--- src/design/ssm_pkg.sv ---
// Shared types and constants for the serial memory slave core.
// Holds opcodes, status masks, queue sizing and the command beat type.
// No dependencies.
`timescale 1ns / 1ps
`default_nettype none

package ssm_pkg;

    localparam int ADDR_BITS   = 16;
    localparam int MEM_DEPTH   = 1 << ADDR_BITS;
    localparam int QUEUE_DEPTH = 4;
    localparam int QPTR_BITS   = $clog2(QUEUE_DEPTH);
    localparam int QCNT_BITS   = $clog2(QUEUE_DEPTH + 1);

    localparam logic [7:0] OPC_WREN  = 8'h06;
    localparam logic [7:0] OPC_WRDI  = 8'h04;
    localparam logic [7:0] OPC_RDSR  = 8'h05;
    localparam logic [7:0] OPC_WRSR  = 8'h01;
    localparam logic [7:0] OPC_READ  = 8'h03;
    localparam logic [7:0] OPC_WRITE = 8'h02;

    localparam logic [7:0] SR_WRITABLE = 8'hBC;

    typedef enum logic [1:0] {
        K_DIRECT,
        K_READ,
        K_WRITE
    } t_kind;

    typedef struct packed {
        t_kind                 kind;
        logic [ADDR_BITS-1:0]  addr;
        logic [7:0]            data;
        logic [7:0]            miso;
        logic                  ign;
    } t_cmd;

endpackage

`default_nettype wire

--- src/design/ssm_queue.sv ---
// Short command queue between the front end and the back end.
// Flop-based ring with occupancy count. Depends on ssm_pkg.
`timescale 1ns / 1ps
`default_nettype none

module ssm_queue import ssm_pkg::*; (
    input  wire logic i_clk,
    input  wire logic i_rst_n,
    input  wire logic i_push,
    input  wire t_cmd i_cmd,
    input  wire logic i_pop,
    output logic      o_full,
    output logic      o_empty,
    output t_cmd      o_cmd
);

    t_cmd                 r_slot [QUEUE_DEPTH];
    logic [QPTR_BITS-1:0] r_head, r_tail;
    logic [QCNT_BITS-1:0] r_count;

    assign o_full  = (r_count == QCNT_BITS'(QUEUE_DEPTH));
    assign o_empty = (r_count == '0);
    assign o_cmd   = r_slot[r_head];

    always_ff @(posedge i_clk) begin
        if (i_push) begin
            r_slot[r_tail] <= i_cmd;
        end
        if (!i_rst_n) begin
            r_head  <= '0;
            r_tail  <= '0;
            r_count <= '0;
        end else begin
            if (i_push) begin
                r_tail <= (r_tail == QPTR_BITS'(QUEUE_DEPTH - 1)) ? '0 : r_tail + 1'b1;
            end
            if (i_pop) begin
                r_head <= (r_head == QPTR_BITS'(QUEUE_DEPTH - 1)) ? '0 : r_head + 1'b1;
            end
            r_count <= r_count + QCNT_BITS'(i_push) - QCNT_BITS'(i_pop);
        end
    end

endmodule

`default_nettype wire

--- config.mk ---
export PLATFORM = sky130hd
export DESIGN_NAME = ssm_queue
export DESIGN_NICKNAME = d
export VERILOG_FILES = /design/src/design/ssm_pkg.sv /design/src/design/ssm_queue.sv
export SDC_FILE = /design/constraint.sdc
export NUM_CORES = 1
export LEC_CHECK = 0
export BUFFER_PORTS_ARGS = -buffer_cell sky130_fd_sc_hd__buf_4
export CAP_MARGIN = 20
export CORE_ASPECT_RATIO = 0.7
export CORE_MARGIN = 4
export CORE_UTILIZATION = 55
export CTS_BUF_LIST = sky130_fd_sc_hd__clkbuf_2 sky130_fd_sc_hd__clkbuf_4 sky130_fd_sc_hd__clkbuf_8
export DETAILED_ROUTE_END_ITERATION = 10
export PLACE_DENSITY = 0.75
export SYNTH_ARGS = -nofsm -noshare
export SYNTH_HDL_FRONTEND = slang
export SYNTH_SLANG_ARGS = --single-unit
--- constraint.sdc ---
create_clock -name i_clk -period 3.5 [get_ports i_clk]
set_clock_uncertainty 0.15 [all_clocks]
set_input_delay 0.175 -clock i_clk [delete_from_list [all_inputs] [get_ports i_clk]]
set_output_delay 0.175 -clock i_clk [all_outputs]
set_load 0.01 [all_outputs]
==> impl_metrics.py, run 1 <==
metrics = {
    "run_status": {
        "status": "completed",
    },
    "hold_path": {
        "min_from": "i_cmd[27]",
        "worstHoldPathType": "in2reg",
        "worstHoldPathCells": 2,
        "holdPathEnd": "r_slot[0][27]",
    },
    "grt": {
        "gr-total-overflow": 0,
        "grt_max_degree": 36,
        "grt_pass1_wl_um": 14820,
        "grt_use_total_pct": 17.35,
        "grt_antenna_before_repair": 0,
        "first_global_vias": 2797,
    },
    "critical_path": {
        "cp_common_cell": "buf_4",
        "timing.rr.end": "r_count[2]",
        "reg2reg_setup_slack_ns": 1.57,
        "max_stage_delay_ns": 0.65,
        "timing.rr.start": "r_count[0]",
        "arrival_ns": 2.03,
        "critPathKind": "reg2out",
        "crit_chain": "buf_4, mux4_1, buf_4",
        "startpoint_type": "register",
        "end_kind": "primary output",
        "rr_worst_depth": 7,
        "critPathTopFamily": "multiplexers",
        "critPathSlowestCell": "mux4_1",
        "crit_buf_inv": 2,
        "cp.required_ns": 3.17,
        "cp_max_fo": 27,
    },
    "finish": {
        "num-nets-final": 400,
        "area_growth_pct": 26.17,
        "fin_area_um2": 7015,
        "antenna_cells": 0,
        "final_cell_mix": "140 x edfxtp_1, 77 x buf_4, 38 x dlygate4sd3_1",
        "mostFrequentLayoutCell": "edfxtp_1",
        "final_layout_size_suffix_gt1_share_pct": 39.34,
        "fillers": 585,
    },
    "floorplan": {
        "fp.dieArea_um2": 11810,
        "die-width_um": 128.2,
        "ios": 76,
        "rows": 30,
        "die_h_um": 92.13,
        "start_util_pct": 56.97,
        "core_um2": 9759,
    },
    "job": {
        "cap_violations": 0,
    },
    "clocking": {
        "cts_hold_buf": 38,
        "cts_tree": "done",
        "ctsHtreeMaxLevel": 4,
        "cts_root_buf": "clkbuf_8",
        "cts.repair_timing.setup_buffer_count": 0,
        "cts.reportedPaths.clkPinSlew_ns": 0.08,
        "cts_buffer_depth": 2,
        "cts.sinks": 149,
        "cts_resized": 0,
        "cts_inserted_buffers": 17,
        "clkLatencyLatePin_ns": 0.44,
    },
    "synthesis": {
        "seq_area_frac_synth_pct": 78.85,
        "synth-async-reset-ratio_pct": 0,
        "synth_cells": 227,
        "synth.distinct_cells": 20,
        "synthesis.nets": 274,
        "synth.yosys.warnings": 0,
        "ys_ff_latch": 149,
        "synthFlopType": "edfxtp_1",
        "syn_avg_cell_area_um2": 24.49,
        "synth_edf_count": 140,
        "netlist_area_um2": 5560,
    },
    "routing": {
        "routed.top_layer": "met4",
        "vias": 2612,
        "wl_met1_um": 4182,
        "wl_per_cell_um": 19.09,
        "met3_length_um": 551,
        "drc_errors": 0,
        "drtAntennaViolNets": 0,
        "dr.pass1.iters": 4,
        "viasPerCell": 5.287,
        "routed_wl_um": 9431,
        "wl_met2_um": 4520,
        "drtIter0Drc": 190,
    },
    "pwr": {
        "ir_drop_v": 0.0003636,
        "p_per_area_nw_per_um2": 552.0,
        "p_total_uw": 3873,
        "cellLeakagePower_uw": 0.002458,
    },
    "timing": {
        "hold_viol": 0,
        "fmax_mhz": 423.8,
        "whs_ns": 0.3222,
        "finalSetupViolCount": 0,
        "period_minus_slack_ns": 2.360,
        "tightest_slew_ns": 0.9530,
        "post-route-period-util_pct": 67.42,
        "maxSlewHeadroom_pct": 36.46,
        "slew_viol_final": 0,
        "rsz0062_at_grt": "no",
        "setup_ws_ns": 1.140,
        "fin_tns_setup_ns": 0,
    },
    "place": {
        "port_buffers": 75,
        "placed_area_um2": 6215,
        "dp_hpwl_um": 5482,
        "dpl_worst_slack_ns": 1.561,
        "gp_congestion": 0.7013,
    },
}
## cell type report
type	count	area, µm²	share of cell area (%)
Inverter	7	26.28	0.3745
Timing Repair Buffer	115	958.4	13.66
Clock inverter	15	186.4	2.657
Clock buffer	17	234.0	3.335
Sequential cell	149	4387	62.53
Multi-Input combinational cell	63	1064	15.16
Tap cell	128	160.2	2.283
## worst max-delay path by stage
stage	slack, ns	to	startpoint	depth (start not counted)
after floorplan	1.56	r_slot[2][0]	r_tail[0]	3
after global placement	1.59	o_cmd[25]	register	3
after detailed placement	1.56	o_cmd[27]	register	3
after CTS	1.06	o_cmd[27]	register	3
after global routing	1.01	o_cmd[25]	register	3
final	1.14	o_cmd[27]	register	3
## cell families (layout without fill, tap and decap cells)
family                   count (synthesis)  count (layout)  synth area share, %
AO/OA/AOI/OAI                            2               2               0.1800
XOR/XNOR                                 1               1               0.4275
adder cells (fa/ha/maj)                  8               8                1.935
buffers and inverters                   15             154                2.115
flip-flops                             149             149                78.85
multiplexers                            37              37                14.87
AND/OR/NAND/NOR                         15              15                1.620
## metal layers
| layer | global-route usage, % | up-vias |
|---|---|---|
| met1 | 23.97 | 1309 |
| met3 | 6.228 | 18 |
| li1 | - | 1197 |
| met4 | 6.184 | 0 |
| met5 | 0 | - |
| met2 | 25.83 | 88 |
## sequential cells by signal, indices dropped and copies added, names as in the netlist, named ones only
signal	cells
r_count	3
r_tail	2
r_slot	140
r_head	2
## where the power goes
part | internal [µW] | switching, µW | total (µW)
combinational | 239 | 182 | 421
clock | 767 | 615 | 1380
sequential | 2030 | 37.2 | 2070
## metrics by stage
| step | cells | utilization, % |
|---|---|---|
| after floorplan | 227 | - |
| after global placement | 424 | 63.68 |
| after detailed placement | 424 | 63.68 |
| after CTS | 494 | 71.88 |
| after global routing | 494 | 71.88 |
| final | 494 | 71.88 |
## Yosys cell counts (3+ instances only)
master      n  area, µm²
and2_1      6      37.54
dfxtp_1     9      180.2
edfxtp_1  140       4204
mux4_1      5      131.4
buf_2       3      15.01
nor2_1      3      11.26
mux4_2     30      675.7
buf_12      3      60.06
ha_1        7      87.58
inv_1       7      26.28
Note: power is estimated with default switching activity, not from simulation.
==> run 2, diff against run 1 <==
==> constraint.sdc (replaced) <==
create_clock -name i_clk -period 2.4 [get_ports i_clk]
set_clock_uncertainty 0.15 [all_clocks]
set_input_delay 0.12 -clock i_clk [delete_from_list [all_inputs] [get_ports i_clk]]
set_output_delay 0.12 -clock i_clk [all_outputs]
set_load 0.01 [all_outputs]
==> impl_metrics.py, run 2 (synthesized netlist as in run 1, its figures left out) <==
metrics = {
    "run_status": {
        "status": "completed",
    },
    "clocking": {
        "cts_tree": "done",
        "cts.repair_timing.setup_buffer_count": 0,
        "cts.reportedPaths.clkPinSlew_ns": 0.08,
        "cts_buffer_depth": 2,
        "clkLatencyLatePin_ns": 0.43,
        "cts.sinks": 149,
        "cts_inserted_buffers": 17,
        "cts_root_buf": "clkbuf_8",
        "ctsHtreeMaxLevel": 4,
    },
    "finish": {
        "reg_top3": "r_slot x140, r_count x3",
        "largest_reg_flops": 140,
        "antenna_cells": 0,
        "final_layout_size_suffix_gt1_share_pct": 40.54,
        "final_cell_mix": "140 x edfxtp_1, 75 x buf_4, 38 x dlygate4sd3_1",
        "mostFrequentLayoutCell": "edfxtp_1",
        "area_growth_pct": 28.02,
        "num-nets-final": 404,
        "top_register": "r_slot",
    },
    "timing": {
        "finalSetupViolCount": 0,
        "tightest_slew_ns": 0.9223,
        "post-route-period-util_pct": 90.45,
        "rsz0062_at_grt": "no",
        "period_minus_slack_ns": 2.171,
        "fmax_mhz": 460.7,
        "fin_tns_setup_ns": 0,
        "slew_viol_final": 0,
        "setup_ws_ns": 0.2292,
        "hold_viol": 0,
        "maxSlewHeadroom_pct": 38.51,
    },
    "critical_path": {
        "critPathSlowestCell": "mux4_1",
        "end_kind": "primary output",
        "startpoint_type": "register",
        "reg2reg_setup_slack_ns": 0.51,
        "cp.required_ns": 2.13,
        "crit_chain": "buf_12, mux4_1, buf_4",
        "cp_max_fo": 13,
        "crit_buf_inv": 2,
        "critPathTopFamily": "multiplexers",
        "critPathKind": "reg2out",
        "arrival_ns": 1.90,
        "max_stage_delay_ns": 0.57,
    },
    "pwr": {
        "cellLeakagePower_uw": 0.002512,
        "p_per_area_nw_per_um2": 797.8,
        "ir_drop_v": 0.0005644,
        "p_total_uw": 5679,
    },
    "routing": {
        "drtAntennaViolNets": 0,
        "drtIter0Drc": 131,
        "dr.pass1.iters": 4,
        "drc_errors": 0,
        "routed_wl_um": 9622,
        "vias": 2625,
        "viasPerCell": 5.271,
        "wl_per_cell_um": 19.32,
    },
    "place": {
        "gp_congestion": 0.6670,
        "dpl_worst_slack_ns": 0.5195,
        "port_buffers": 75,
        "dp_hpwl_um": 5821,
    },
    "grt": {
        "met2_usage_pct": 28.79,
        "met1_usage_pct": 22.66,
        "grt_antenna_before_repair": 0,
        "grt_use_total_pct": 17.76,
        "busiest_layer": "met2",
        "gr-total-overflow": 0,
        "grt_max_degree": 36,
        "grt_pass1_wl_um": 15350,
        "met3_usage_pct": 5.763,
        "first_global_vias": 2886,
    },
    "floorplan": {
        "rows": 30,
        "ios": 76,
        "core_um2": 9759,
        "die_h_um": 92.13,
        "fp.dieArea_um2": 11810,
        "die-width_um": 128.2,
        "start_util_pct": 56.97,
    },
    "hold_path": {
        "worstHoldPathType": "in2reg",
    },
    "job": {
        "cap_violations": 0,
    },
}
[run 2: layout make-up]
cell class | count | area [µm²]
Clock inverter | 15 | 183.9
Fill cell | 561 | 2641
Clock buffer | 17 | 234.0
Multi-Input combinational cell | 63 | 1064
Timing Repair Buffer | 119 | 1064
Tap cell | 128 | 160.2
Inverter | 7 | 26.28
Sequential cell | 149 | 4387
[run 2: through the flow]
step	hold WS, ns	cell area [µm²]	util [%]	instances
floorplan	0.06887	5560	-	227
global placement	0.1699	6320	64.76	428
detailed placement	0.1732	6320	64.76	428
CTS	0.2376	7118	72.94	498
global route	0.2591	7118	72.94	498
finish	0.2757	7118	72.94	498
[run 2: layer usage]
layer,vias up,wire length [µm]
li1,1201,-
met1,1329,4108
met2,84,4769
met3,11,629
met4,0,114
met5,-,0
[run 2: timing repair]
item / 4_1_cts / 5_1_grt
endpoints found under the hold margin: 149 / 0
hold buffers: 38 / 0
resized for setup: 0 / 0
[run 2: final timing paths]
path                                     end  cells after the start        from
worst min register to register      register                      2   r_head[0]
worst max register to register    r_count[2]                      7  r_count[0]
worst min-delay path            r_slot[3][8]                      2    i_cmd[8]
worst max-delay path               o_cmd[25]                      3    register
[run 2: where the power goes]
| part | leakage [µW] | total, µW | internal [µW] | switching (µW) |
|---|---|---|---|---|
| Clock | 0.000217 | 2020 | 1120 | 902 |
| Combinational | 0.000934 | 643 | 370 | 273 |
| Sequential | 0.00136 | 3010 | 2960 | 49.2 |
==> run 3, diff against run 2 <==
--- a/config.mk
+++ b/config.mk
@@ -6,13 +6,14 @@
 export NUM_CORES = 1
 export LEC_CHECK = 0
 export BUFFER_PORTS_ARGS = -buffer_cell sky130_fd_sc_hd__buf_4
-export CAP_MARGIN = 20
+export CAP_MARGIN = 25
 export CORE_ASPECT_RATIO = 0.7
 export CORE_MARGIN = 4
 export CORE_UTILIZATION = 55
 export CTS_BUF_LIST = sky130_fd_sc_hd__clkbuf_2 sky130_fd_sc_hd__clkbuf_4 sky130_fd_sc_hd__clkbuf_8
 export DETAILED_ROUTE_END_ITERATION = 10
 export PLACE_DENSITY = 0.75
+export REMOVE_ABC_BUFFERS = 1
 export SYNTH_ARGS = -nofsm -noshare
 export SYNTH_HDL_FRONTEND = slang
 export SYNTH_SLANG_ARGS = --single-unit
==> impl_metrics.py, run 3 (synthesized netlist as in run 1, its figures left out) <==
metrics = {
    "run_status": {
        "status": "completed",
    },
    "timing": {
        "rsz0062_at_grt": "no",
        "fmax_mhz": 463.4,
        "post-route-period-util_pct": 89.92,
        "hold_viol": 0,
        "maxSlewHeadroom_pct": 35.69,
        "slew_viol_final": 0,
        "tightest_slew_ns": 0.9647,
        "finalSetupViolCount": 0,
        "period_minus_slack_ns": 2.158,
    },
    "clocking": {
        "cts_resized": 0,
        "cts_root_buf": "clkbuf_8",
        "clkLatencyLatePin_ns": 0.42,
        "cts_buffer_depth": 2,
        "cts.repair_timing.setup_buffer_count": 0,
        "ctsHtreeMaxLevel": 4,
        "cts.reportedPaths.clkPinSlew_ns": 0.07,
        "cts_tree": "done",
        "cts_inserted_buffers": 17,
        "cts_hold_buf": 39,
        "cts.sinks": 149,
    },
    "grt": {
        "first_global_vias": 2989,
        "grt_pass1_wl_um": 16000,
        "grt_max_degree": 36,
        "grt_use_total_pct": 18.65,
        "gr-total-overflow": 0,
        "grt_antenna_before_repair": 0,
    },
    "routing": {
        "drtAntennaViolNets": 0,
        "wl_per_cell_um": 19.92,
        "drc_errors": 0,
        "vias": 2646,
        "dr.pass1.iters": 4,
        "drtIter0Drc": 170,
        "viasPerCell": 5.313,
        "routed_wl_um": 9922,
    },
    "critical_path": {
        "crit_buf_inv": 2,
        "end_kind": "primary output",
        "critPathSlowestCell": "mux4_1",
        "arrival_ns": 1.89,
        "max_stage_delay_ns": 0.63,
        "critPathTopFamily": "multiplexers",
        "rr_worst_depth": 7,
        "startpoint_type": "register",
        "cp_max_fo": 19,
        "cp.depth": 3,
        "crit_chain": "buf_4, mux4_1, buf_4",
        "cp.required_ns": 2.13,
        "cp_common_cell": "buf_4",
        "critPathKind": "reg2out",
    },
    "pwr": {
        "p_total_uw": 5782,
        "ir_drop_v": 0.0006463,
        "cellLeakagePower_uw": 0.002507,
        "p_per_area_nw_per_um2": 814.1,
    },
    "place": {
        "port_buffers": 75,
        "placed_cells": 427,
        "gp_congestion": 0.7364,
        "dp_hpwl_um": 5978,
    },
    "finish": {
        "top_register": "r_slot",
        "reg_top3": "r_slot x140, r_count x3",
        "mostFrequentLayoutCell": "edfxtp_1",
        "num-nets-final": 404,
        "final_util_pct": 72.77,
        "largest_reg_flops": 140,
        "final_layout_size_suffix_gt1_share_pct": 40.54,
        "antenna_cells": 0,
        "area_growth_pct": 27.72,
        "fin_cells": 498,
        "final_cell_mix": "140 x edfxtp_1, 78 x buf_4, 39 x dlygate4sd3_1",
    },
    "floorplan": {
        "rows": 30,
        "die-width_um": 128.2,
        "start_util_pct": 56.97,
        "ios": 76,
        "fp.dieArea_um2": 11810,
        "core_um2": 9759,
        "die_h_um": 92.13,
    },
    "job": {
        "cap_violations": 0,
    },
    "hold_path": {
        "worstHoldPathCells": 2,
        "worstHoldPathType": "in2reg",
    },
}
[run 3: path summary, 6_finish.rpt]
check | startpoint | end | slack, ns
setup / recovery | register | o_cmd[34] | 0.24
hold / removal | i_cmd[9] | r_slot[3][9] | 0.29
setup reg to reg | r_count[0] | r_count[2] | 0.44
hold reg to reg | r_head[0] | register | 0.38
[run 3: through the flow]
step / setup WS (ns) / setup TNS, ns / hold slack, ns / instance area [µm²]
after floorplan: -0.1334 / -2.615 / 0.06887 / 5469
after global placement: 0.5327 / 0 / 0.1714 / 6262
after detailed placement: 0.4487 / 0 / 0.1741 / 6262
after CTS: 0.1782 / 0 / 0.2563 / 7102
after global routing: 0.07913 / 0 / 0.2589 / 7102
final: 0.2420 / 0 / 0.2897 / 7102
[run 3: per-layer routing]
layer | wire (µm) | vias up | track usage [%]
li1 | - | 1207 | -
met2 | 4966 | 83 | 29.66
met5 | 0 | - | 0
met3 | 631 | 4 | 6.985
met4 | 46 | 0 | 6.625
met1 | 4278 | 1352 | 23.78
[run 3: area by class of cell]
cell class / count / area, µm²
Fill cell: 572 / 2658
Multi-Input combinational cell: 63 / 1064
Tap cell: 128 / 160.2
Clock inverter: 14 / 207.7
Clock buffer: 18 / 241.5
Inverter: 7 / 26.28
Timing Repair Buffer: 119 / 1016
Sequential cell: 149 / 4387
[run 3: power by group]
| part | switching (µW) | internal [µW] | leakage (µW) |
|---|---|---|---|
| registers | 44.9 | 2960 | 0.00136 |
| logic | 279 | 359 | 0.000920 |
| clock network | 891 | 1240 | 0.000226 |
| total | 1210 | 4570 | 0.00251 |
