==> src/design/ssm_pkg.sv <==
// Shared types and constants for the serial memory slave core.
// Holds opcodes, status masks, queue sizing and the command beat type.
// No dependencies.
`timescale 1ns / 1ps
`default_nettype none

package ssm_pkg;

    localparam int ADDR_BITS   = 16;
    localparam int MEM_DEPTH   = 1 << ADDR_BITS;
    localparam int QUEUE_DEPTH = 4;
    localparam int QPTR_BITS   = $clog2(QUEUE_DEPTH);
    localparam int QCNT_BITS   = $clog2(QUEUE_DEPTH + 1);

    localparam logic [7:0] OPC_WREN  = 8'h06;
    localparam logic [7:0] OPC_WRDI  = 8'h04;
    localparam logic [7:0] OPC_RDSR  = 8'h05;
    localparam logic [7:0] OPC_WRSR  = 8'h01;
    localparam logic [7:0] OPC_READ  = 8'h03;
    localparam logic [7:0] OPC_WRITE = 8'h02;

    localparam logic [7:0] SR_WRITABLE = 8'hBC;

    typedef enum logic [1:0] {
        K_DIRECT,
        K_READ,
        K_WRITE
    } t_kind;

    typedef struct packed {
        t_kind                 kind;
        logic [ADDR_BITS-1:0]  addr;
        logic [7:0]            data;
        logic [7:0]            miso;
        logic                  ign;
    } t_cmd;

endpackage

`default_nettype wire

==> src/design/ssm_front.sv <==
// Front end: decodes opcode, address and data beats and tracks command state.
// Emits one command beat per exchanged byte. Depends on ssm_pkg.
`timescale 1ns / 1ps
`default_nettype none

module ssm_front import ssm_pkg::*; (
    input  wire logic       i_clk,
    input  wire logic       i_rst_n,
    input  wire logic       i_take,
    input  wire logic       i_op,
    input  wire logic [7:0] i_mosi_byte,
    output logic            o_push,
    output t_cmd            o_cmd
);

    typedef enum logic [2:0] {
        PH_IDLE,
        PH_ADDR_HI,
        PH_ADDR_LO,
        PH_DATA,
        PH_SR_READ,
        PH_SR_WRITE,
        PH_TRAIL
    } t_phase;

    t_phase               r_phase, n_phase;
    logic [7:0]           r_opcode, n_opcode;
    logic [ADDR_BITS-1:0] r_addr, n_addr;
    logic                 r_wel, n_wel;
    logic [7:0]           r_status, n_status;
    logic                 is_write_cmd;
    logic                 muted;
    logic [15:0]          hi_word;

    assign is_write_cmd = (r_opcode == OPC_WRITE) || (r_opcode == OPC_WRSR);
    assign muted        = is_write_cmd && !r_wel;
    assign hi_word      = {i_mosi_byte, 8'h00};

    always_comb begin
        n_phase  = r_phase;
        n_opcode = r_opcode;
        n_addr   = r_addr;
        n_wel    = r_wel;
        n_status = r_status;
        o_push   = 1'b0;
        o_cmd    = '{kind: K_DIRECT, addr: r_addr, data: i_mosi_byte,
                     miso: 8'h00, ign: 1'b0};
        if (i_take && i_op) begin
            if (r_phase != PH_IDLE && is_write_cmd) begin
                n_wel = 1'b0;
            end
            n_phase = PH_IDLE;
        end else if (i_take) begin
            o_push = 1'b1;
            case (r_phase)
                PH_IDLE: begin
                    n_opcode = i_mosi_byte;
                    case (i_mosi_byte)
                        OPC_WREN: begin
                            n_wel   = 1'b1;
                            n_phase = PH_TRAIL;
                        end
                        OPC_WRDI: begin
                            n_wel   = 1'b0;
                            n_phase = PH_TRAIL;
                        end
                        OPC_RDSR: n_phase = PH_SR_READ;
                        OPC_WRSR: begin
                            o_cmd.ign = !r_wel;
                            n_phase   = PH_SR_WRITE;
                        end
                        OPC_READ: n_phase = PH_ADDR_HI;
                        OPC_WRITE: begin
                            o_cmd.ign = !r_wel;
                            n_phase   = PH_ADDR_HI;
                        end
                        default: begin
                            o_cmd.ign = 1'b1;
                            n_phase   = PH_TRAIL;
                        end
                    endcase
                end
                PH_ADDR_HI: begin
                    n_addr    = ADDR_BITS'(hi_word);
                    o_cmd.ign = muted;
                    n_phase   = PH_ADDR_LO;
                end
                PH_ADDR_LO: begin
                    n_addr    = r_addr | ADDR_BITS'(i_mosi_byte);
                    o_cmd.ign = muted;
                    n_phase   = PH_DATA;
                end
                PH_DATA: begin
                    if (r_opcode == OPC_READ) begin
                        o_cmd.kind = K_READ;
                    end else if (!muted) begin
                        o_cmd.kind = K_WRITE;
                    end else begin
                        o_cmd.ign = 1'b1;
                    end
                    n_addr = r_addr + ADDR_BITS'(1);
                end
                PH_SR_READ: begin
                    o_cmd.miso = {r_status[7:2], r_wel, r_status[0]};
                end
                PH_SR_WRITE: begin
                    if (!muted) begin
                        n_status = (r_status & ~SR_WRITABLE) | (i_mosi_byte & SR_WRITABLE);
                    end else begin
                        o_cmd.ign = 1'b1;
                    end
                    n_phase = PH_TRAIL;
                end
                default: begin
                    o_cmd.ign = 1'b1;
                    n_phase   = PH_TRAIL;
                end
            endcase
        end
    end

    always_ff @(posedge i_clk) begin
        if (!i_rst_n) begin
            r_phase  <= PH_IDLE;
            r_opcode <= 8'h00;
            r_addr   <= '0;
            r_wel    <= 1'b0;
            r_status <= 8'h00;
        end else begin
            r_phase  <= n_phase;
            r_opcode <= n_opcode;
            r_addr   <= n_addr;
            r_wel    <= n_wel;
            r_status <= n_status;
        end
    end

endmodule

`default_nettype wire

==> config.mk <==
export PLATFORM = sky130hd
export DESIGN_NAME = ssm_front
export DESIGN_NICKNAME = d
export VERILOG_FILES = /design/src/design/ssm_pkg.sv /design/src/design/ssm_front.sv
export SDC_FILE = /design/constraint.sdc
export NUM_CORES = 1
export LEC_CHECK = 0
export BUFFER_PORTS_ARGS = -buffer_cell sky130_fd_sc_hd__buf_2
export CORE_UTILIZATION = 45
export CTS_CLUSTER_DIAMETER = 50
export CTS_CLUSTER_SIZE = 40
export DETAILED_ROUTE_END_ITERATION = 8
export HOLD_SLACK_MARGIN = 0.12
export PLACE_DENSITY = 0.65
export SLEW_MARGIN = 20
export SYNTH_ARGS = -nofsm -noshare
export SYNTH_HDL_FRONTEND = slang
export SYNTH_SLANG_ARGS = --single-unit
==> constraint.sdc <==
create_clock -name i_clk -period 4.6 [get_ports i_clk]
set_input_delay 0.92 -clock i_clk [delete_from_list [all_inputs] [get_ports i_clk]]
set_output_delay 0.92 -clock i_clk [all_outputs]
set_load 0.05 [all_outputs]
==> metrics.md, run 1 <==
| Metric | Value |
|---|---|
| Status | complete, no violations |
| Final GP Congestion | 0.8387 |
| Clock-pin slew on the worst setup and hold paths | 0.07 ns |
| Slowest stage delay, CP | 0.57 ns |
| Clk Latency, worst-skew pair | 0.29 ns |
| # port buffers | 45 |
| MaxCap Viol Count | 0 |
| Seq/Total Area, Yosys | 31.48% |
| Total Wirelength | 6072 um |
| Clk_skew | 0.004501 ns |
| Initial detailed-routing violation count | 201 |
| Hold Path Class | reg2reg |
| DRC violations left | 0 |
| Via count | 2,220 |
| Clk sink count | 33 |
| Critical path class | in2out |
| Clock Tree Root | clkbuf_8 |
| Most common cell after layout, fill and taps aside | buf_2 |
| CP Capture Type | output port |
| Die H | 70.29 um |
| Pwr/cell area | 306.8 mW/mm^2 |
| Detailed Place HPWL | 4087 um |
| First-pass GRT wire length | 10,320 um |
| Post-Synthesis Cells | 277 |
| Leakage | 0.0008857 uW |
| Yosys reg bits | 33 |
| Tcrit/Tclk final | 73.33% |
| Final hold vios | 0 |
| Gr usage total | 26.11% |
| DIE AREA | 0.004940 sq mm |
| Routed length per instance | 17.01 um |
| Final Setup Violations | 0 |
| Most frequent CP cell | buf_2 |
| Antenna cells | 0 |
| Routed Antenna Nets | 0 |
| Antenna violations before repair | 0 |
| Vias per std cell | 6.218 |
| Filler instances | 427 |
| H-tree depth | 2 |
| Cells along the critical path | buf_2 -> or4_4 -> a311o_2 -> o21ai_0 -> a21oi_1 -> buf_2 |
| Starting Density | 47.53% |
| Crit-path slowest cell | or4_4 |
| Slew @ Worst Pin | 0.8613 ns |
| Relative slew slack | 42.50% |
| # Post-CTS Setup Buffers | 0 |
| Area Growth Syn to Fin | 13.36% |
| Chip Width | 70.29 um |
| Startpoint Class | input pin |
| Mean post-synth cell area | 7.575 sq um |
| Yosys warnings | 0 |
| Core Region | 0.004414 sq mm |
| First-pass detailed-route iteration total | 4 |
| Unrepaired setup endpoints after global routing | false |
| Vias in the first global route | 2,050 |
| Peak VDD IR | 0.0001447 V |
| FMAX | 0.2965 GHz |
| Setup TNS | 0 ns |
| EDFF count, synth | 0 |
| Gr ovfl total | 0 |
| Top_reg_cell synth | dfxtp_1 |
| Pin count of the biggest net entering global routing | 26 |
| Crit path max fanout | 6 |
| Netlist cell types | 57 |
| WHS | 0.4766 ns |
| CTS tree | built |
| Final Max Tran Viols | 0 |
| Hold_buf cts | 0 |
| Share of layout cells above drive strength 1 | 22.62% |
| CP required | 3.68 ns |
| Top Ports | 48 |
| Most frequent cells in the layout | buf_2, dfxtp_1, nand2_1, a21oi_1, o21ai_0 |
| Synthesized cell area | 0.002098 sq mm |
| CTS buffer count | 5 |
| Post-CTS sizing | 0 |
| Nets | 317 |
| Site Rows | 24 |
| CP arrival | 2.45 ns |
| Asr flop ratio synth | 0% |
| Clock buffer depth | 2 |
| Period minus WS final | 3.373 ns |
==> layer usage <==
metal	vias to the layer above	part of all wire [%]	track usage, %
met2	84	47	39.26
met1	1055	46	37.41
li1	1073	-	-
met4	0	1.2	8.444
met3	8	5.8	4.762
met5	-	0	0
==> worst paths after layout <==
check	endpoint	slack, ns	start	cells past startpoint
setup / recovery	o_cmd[0]	1.23	i_mosi_byte[3]	6
hold / removal	r_status[2]	0.48	r_status[2]	2
setup reg to reg	r_status[3]	2.15	r_phase[0]	4
hold reg to reg	r_status[2]	0.48	r_status[2]	2
==> report_power, final <==
part	leakage, uW	internal, uW	switching, uW
registers	0.000267	296	19.5
clock network	0.0000585	177	114
logic	0.000560	33.5	90.6
total	0.000886	506	224
==> flip-flops by register name, indices dropped and copies added (netlist names) <==
register / cells
r_addr: 16
r_opcode: 8
r_phase: 3
r_status: 5
r_wel: 1
==> through the flow <==
step	total power [uW]	std cells	setup slack [ns]	utilization, %	instance area (sq um)
finish	729.7	357	1.227	53.88	2379
global route	758.0	357	1.148	53.88	2379
CTS	730.4	357	1.215	53.88	2379
detailed placement	444.4	349	1.218	51.25	2262
global placement	444.0	349	1.241	51.25	2262
floorplan	415.6	278	1.074	-	2102
==> critical path, delay by kind of cell <==
| kind | cells | cell delay, ns |
|---|---|---|
| AOI/OAI and AO/OA | 3 | 0.59 |
| and+or+nand+nor | 1 | 0.57 |
| buffers and inverters | 2 | 0.37 |
==> synth_stat cells (4+ instances only) <==
| cell type | number | area share, % |
|---|---|---|
| nand4_1 | 9 | 2.7 |
| and2_1 | 6 | 1.8 |
| nand2_1 | 31 | 5.5 |
| buf_4 | 10 | 3.6 |
| nand3_1 | 12 | 2.9 |
| inv_1 | 11 | 2.0 |
| nor3_1 | 6 | 1.4 |
| o21ai_0 | 14 | 3.3 |
| nand3b_1 | 4 | 1.4 |
| nor2_1 | 13 | 2.3 |
| dfxtp_1 | 33 | 31 |
| and3_1 | 4 | 1.2 |
| clkbuf_1 | 14 | 2.5 |
| nor4_1 | 6 | 1.8 |
| a31oi_1 | 6 | 1.8 |
| a21oi_1 | 29 | 6.9 |
==> logic make-up after synthesis <==
group / synth area share [%]
other: 0.1787
AOI/OAI and AO/OA: 23.02
xor gates and xnor gates: 0.4175
DFF: 31.48
buffers and inverters: 8.885
and+or+nand+nor: 32.38
adders and majority gates: 1.550
muxes: 2.087
==> cell type report <==
cell class	count	area, sq um	area share, %
clock buffer	7	86.33	3.630
clock inverter	1	30.03	1.262
inverter	11	41.29	1.736
multi-input combinational	206	1255	52.76
sequential	33	660.6	27.77
tap	52	65.06	2.735
timing repair buffer	47	240.2	10.10
Note: power is estimated with default switching activity, not from simulation.
==> inputs of run 2 (changes only) <==
PLACE_DENSITY = 0.68   (was 0.65)
clock period = 3.1 ns   (was 4.6 ns; I/O delays follow)
==> metrics.md, run 2 (synthesis results as in run 1) <==
| Metric | Value |
|---|---|
| Most frequent cells in the layout | buf_2, dfxtp_1, nand2_1, a21oi_1, o21ai_0 |
| DRC violations left | 0 (unchanged) |
| # Post-CTS Setup Buffers | 0 (unchanged) |
| Routed length per instance | 16.40 um (-3.5%) |
| Worst setup path start | r_opcode[7] |
| Startpoint Class | flop |
| Clk sink count | 33 (unchanged) |
| Leakage | 0.0009018 uW (+1.8%) |
| Antenna cells | 0 (unchanged) |
| Peak VDD IR | 0.0002358 V (+63%) |
| Critical path class | reg2out |
| Hold_buf cts | 0 (unchanged) |
| Final GP Congestion | 0.8564 (+2.1%) |
| Routed Antenna Nets | 0 (unchanged) |
| Final hold vios | 0 (unchanged) |
| CP arrival | 2.14 ns (-0.31 ns) |
| Period minus WS final | 2.759 ns |
| Reg2reg end | r_status[2] |
| Gr ovfl total | 0 (unchanged) |
| GRT met1 Usage | 34.51% (-2.9 points) |
| Setup TNS | 0 ns (unchanged) |
| Unrepaired setup endpoints after global routing | false |
| MaxCap Viol Count | 0 (unchanged) |
| Most common cell after layout, fill and taps aside | buf_2 |
| Register area | 660.6 sq um (unchanged) |
| Top Registers | r_addr (16), r_opcode (8), r_status (5) |
| Crit path max fanout | 6 (unchanged) |
| CTS tree | built |
| FMAX | 0.3624 GHz |
| DIE AREA | 0.004940 sq mm (unchanged) |
| Clock buffer depth | 2 (unchanged) |
| Vias in the first global route | 1,902 (-7.2%) |
| Status | complete, no violations |
| Flop2flop setup slack | 1.06 ns (-1.09 ns) |
| Tcrit/Tclk final | 89.00% |
| Worst hold path depth | 2 (unchanged) |
| Die H | 70.29 um (unchanged) |
| Via count | 2,226 (+0.27%) |
| Chip Width | 70.29 um (unchanged) |
| Largest reg by FF count | r_addr |
| RR Startpoint | r_phase[0] |
| Clock-pin slew on the worst setup and hold paths | 0.07 ns (about the same) |
| WHS | 0.4715 ns (-0.005116 ns) |
| CTS buffer count | 5 (unchanged) |
| Post-CTS sizing | 0 (unchanged) |
| Placed Instances | 355 (+1.7%) |
| Pin count of the biggest net entering global routing | 23 (-12%) |
| Initial detailed-routing violation count | 266 (+32%) |
| Met2 Use GR | 37.57% (-1.7 points) |
| Area Growth Syn to Fin | 13.89% |
| Final Max Tran Viols | 0 (unchanged) |
| Multi-input gate area | 0.001255 sq mm (unchanged) |
| Nets | 323 (+1.9%) |
| Relative slew slack | 49.19% (+6.7 points) |
| Largest register FFs | 16 (unchanged) |
| CP required | 2.48 ns (-1.20 ns) |
| Pwr/cell area | 412.2 mW/mm^2 (+34%) |
| Slew @ Worst Pin | 0.7515 ns (-0.1098 ns) |
| Core Region | 0.004414 sq mm (unchanged) |
| H-tree depth | 2 (unchanged) |
| Hold Path Class | reg2reg |
| Final core occ | 54.14% (+0.26 points) |
| First-pass GRT wire length | 9611 um (-6.8%) |
| First-pass detailed-route iteration total | 4 (unchanged) |
| Fin cells | 363 (+1.7%) |
| Top Ports | 48 (unchanged) |
| Pwr Total | 985.2 uW (+35%) |
| Clock Tree Root | clkbuf_8 |
| Share of layout cells above drive strength 1 | 24.12% (+1.5 points) |
| Layer with the highest usage | met2 |
| Filler instances | 425 (-0.47%) |
| Starting Density | 47.53% (unchanged) |
| Gr usage total | 24.33% (-1.8 points) |
| Setup crit end | o_cmd[0] |
| Final Setup Violations | 0 (unchanged) |
| Total Wirelength | 5955 um (-1.9%) |
| Clk Latency, worst-skew pair | 0.29 ns (about the same) |
| Met3 global-route usage | 4.473% (-0.29 points) |
| Site Rows | 24 (unchanged) |
| CP Capture Type | output port |
| Clk_skew | 0.008284 ns (+0.003783 ns) |
| # port buffers | 45 (unchanged) |
| Detailed Place HPWL | 4184 um (+2.4%) |
| Antenna violations before repair | 0 (unchanged) |
| R2R depth | 4 (unchanged) |
| Vias per std cell | 6.132 (-1.4%) |
## run 2: cell count changes in the layout (fill, tap and decap cells not counted), sizes merged
cell    change
buf         +6
bufinv      -1
clkbuf      -1
clkinv      +2
## run 2: power breakdown
part | internal (uW) | switching (uW)
Sequential | 439 | 22.9
Clock | 156 | 170
Combinational | 55.6 | 142
## run 2: layer usage
metal  up-vias  share of wire, %
li1       1082                 -
met1      1062                47
met2        74                46
met3         8               5.4
met4         0               1.3
met5         -                 0
## run 2: layout make-up
| class | instances | share of cell area [%] |
|---|---|---|
| Sequential cell | 33 | 27.64 |
| Inverter | 11 | 1.728 |
| Timing Repair Buffer | 53 | 11.94 |
| Clock buffer | 6 | 3.037 |
| Tap cell | 52 | 2.723 |
| Multi-Input combinational cell | 206 | 52.51 |
| Clock inverter | 2 | 0.4188 |
## run 2: worst max-delay path: stages (launching register included)
cell     delay (ns)
dfxtp_1        0.32
or4_1          0.58
nor4_2         0.27
buf_4          0.17
o22ai_1        0.07
a21oi_1        0.15
buf_2          0.28
## run 2: worst min path at each step
stage                   to  slack (ns)         from
2_1_floorplan  r_opcode[4]        0.44  r_opcode[4]
3_3_place_gp   r_opcode[7]        0.45  r_opcode[7]
3_5_place_dp   r_opcode[6]        0.46  r_opcode[6]
4_1_cts        r_opcode[6]        0.47  r_opcode[6]
5_1_grt        r_opcode[6]        0.49  r_opcode[6]
6_report       r_opcode[6]        0.47  r_opcode[6]
## run 2: per-stage QoR
step,cell area [sq um],setup slack [ns]
final,2390,0.3410
after global routing,2390,0.2364
after CTS,2390,0.3249
after detailed placement,2307,0.3537
after global placement,2307,0.3614
after floorplan,2102,0.1737
==> inputs of run 3 (changes only) <==
CELL_PAD_IN_SITES_DETAIL_PLACEMENT = 0   (was unset)
CELL_PAD_IN_SITES_GLOBAL_PLACEMENT = 2   (was unset)
CORE_UTILIZATION = 27   (was 45)
GPL_TIMING_DRIVEN = 0   (was unset)
PLACE_DENSITY = 0.72   (was 0.68)
==> metrics.md, run 3 (synthesis results as in run 1) <==
| Metric | Value |
|---|---|
| Status | complete, no violations |
| Slew @ Worst Pin | 0.7445 ns (-0.007003 ns) |
| Vias in the first global route | 2,160 (+14%) |
| DRC violations left | 0 (unchanged) |
| Initial detailed-routing violation count | 139 (-48%) |
| Hold path endpoint | r_opcode[6] |
| Clock buffer depth | 2 (unchanged) |
| Leakage | 0.0009455 uW (+4.8%) |
| Final GP Congestion | 0.7917 (-7.6%) |
| Clk sink count | 33 (unchanged) |
| Via count | 2,297 (+3.2%) |
| Final Max Tran Viols | 0 (unchanged) |
| Detailed Place HPWL | 5131 um (+23%) |
| Post-route design area | 0.002549 sq mm (+6.6%) |
| Chip Width | 90.16 um (+28%) |
| Total Wirelength | 7258 um (+22%) |
| H-tree depth | 2 (unchanged) |
| R2R depth | 4 (unchanged) |
| DIE AREA | 0.008128 sq mm (+65%) |
| # port buffers | 42 (-6.7%) |
| Pre-CTS setup slack | 0.2414 ns (-0.1123 ns) |
| Clk Latency, worst-skew pair | 0.29 ns (about the same) |
| Buf/Inv on CP | 1 (-1) |
| Pwr/cell area | 414.8 mW/mm^2 (+0.62%) |
| RR Startpoint | r_phase[1] |
| CP required | 2.48 ns (about the same) |
| Area Growth Syn to Fin | 21.47% |
| Routed Antenna Nets | 0 (unchanged) |
| Die H | 90.16 um (+28%) |
| Critical path class | reg2out |
| CTS tree | built |
| Antenna cells | 0 (unchanged) |
| Antenna violations before repair | 0 (unchanged) |
| Core Region | 0.007370 sq mm (+67%) |
| Final Setup Violations | 0 (unchanged) |
| Crit-path slowest cell | or4_1 |
| Share of layout cells above drive strength 1 | 24.09% (-0.030 points) |
| Final hold vios | 0 (unchanged) |
| Most frequent cells in the layout | buf_2, dfxtp_1, nand2_1, a21oi_1, o21ai_0 |
| Most common cell after layout, fill and taps aside | buf_2 |
| Period minus WS final | 2.920 ns (+0.1612 ns) |
| Reg2reg end | r_addr[3] |
| Largest reg by FF count | r_addr |
| CTS buffer count | 5 (unchanged) |
| Site Rows | 31 (+29%) |
| Unrepaired setup endpoints after global routing | false |
| CP Capture Type | output port |
| Slowest stage delay, CP | 0.63 ns (+0.05 ns) |
| Clock Tree Root | clkbuf_8 |
| Setup TNS | 0 ns (unchanged) |
| Cells along the critical path | or4_1 -> nor4_4 -> o22ai_1 -> a21oi_1 -> buf_2 |
| Worst Setup Slack, final | 0.1798 ns (-0.1612 ns) |
| Gr usage total | 18.64% (-5.7 points) |
| WHS | 0.4701 ns (-0.001414 ns) |
| CP arrival | 2.30 ns (+0.16 ns) |
| MaxCap Viol Count | 0 (unchanged) |
| Flop2flop setup slack | 1.16 ns (+0.10 ns) |
| DP Area | 0.002436 sq mm (+5.6%) |
| Crit path max fanout | 6 (unchanged) |
| FMAX | 0.3424 GHz (-5.5%) |
| Tcrit/Tclk final | 94.20% (+5.2 points) |
| Pin count of the biggest net entering global routing | 11 (-52%) |
| Gr ovfl total | 0 (unchanged) |
| Hold_sp | r_opcode[6] |
| Clk_skew | 0.006649 ns (-0.001635 ns) |
| Nets | 340 (+5.3%) |
| Worst hold path depth | 2 (unchanged) |
| Top Registers | r_addr (16), r_opcode (8), r_status (5) |
| Hold Path Class | reg2reg |
| Peak VDD IR | 0.0001299 V (-45%) |
| Starting Density | 28.47% (-19 points) |
| Clock-pin slew on the worst setup and hold paths | 0.08 ns (about the same) |
| Vias per std cell | 5.379 (-12%) |
| Relative slew slack | 49.67% (+0.47 points) |
| Top Ports | 48 (unchanged) |
| Routed length per instance | 17.00 um (+3.6%) |
| Startpoint Class | flop |
| First-pass detailed-route iteration total | 4 (unchanged) |
| Worst path top cell family by delay | simple AND/OR/NAND/NOR gates |
| Pwr Total | 1057 uW (+7.3%) |
| Largest register FFs | 16 (unchanged) |
| First-pass GRT wire length | 11,880 um (+24%) |
==> run 3: power breakdown <==
group / internal, uW / total, uW / switching [uW]
logic: 60.6 / 217 / 156
clock network: 201 / 382 / 181
registers: 439 / 458 / 19.3
==> run 3: how the worst max path moves through the flow <==
stage	start	to	slack, ns	cells after the start
2_1_floorplan	i_take	o_cmd[33]	0.17	4
3_3_place_gp	i_mosi_byte[3]	o_cmd[0]	0.25	6
3_5_place_dp	i_mosi_byte[3]	o_cmd[0]	0.24	6
4_1_cts	r_opcode[7]	o_cmd[0]	0.07	5
5_1_grt	r_opcode[7]	o_cmd[0]	0.04	5
6_report	r_opcode[7]	o_cmd[0]	0.18	5
==> run 3: stage by stage <==
| stage | std cells | utilization [%] |
|---|---|---|
| after floorplan | 278 | - |
| after global placement | 419 | 33.06 |
| after detailed placement | 419 | 33.06 |
| after CTS | 427 | 34.45 |
| after global routing | 427 | 34.58 |
| final | 427 | 34.58 |
==> run 3: repair_timing <==
item / CTS / global route
hold buffers: 0 / 0
gates resized for setup: 1 / 2
setup buffers: 0 / 0
cloned: 0 / 0
setup endpoints to repair: 1 / 2
==> run 3: routing by layer <==
layer / vias up / GRT usage, % / part of all wire [%] / routed length, um
met2: 68 / 28.44 / 45 / 3231
met1: 1100 / 26.28 / 49 / 3559
li1: 1122 / - / - / -
met5: - / 0 / 0 / 0
met3: 7 / 3.469 / 5.0 / 365
met4: 0 / 6.048 / 1.4 / 102
==> run 3: tightest hold or removal path, cell delays in order, from the launching register on <==
cell	delay (ns)
dfxtp_1	0.32
nand2_1	0.05
a21oi_1	0.05
==> run 3: area by class of cell <==
type	count	area (sq um)
buffer	28	147.6
clock buffer	7	96.34
clock inverter	1	5.005
fill	815	4821
inverter	11	41.29
multi-input combinational	206	1264
sequential	33	660.6
tap	99	123.9
timing repair buffer	42	210.2
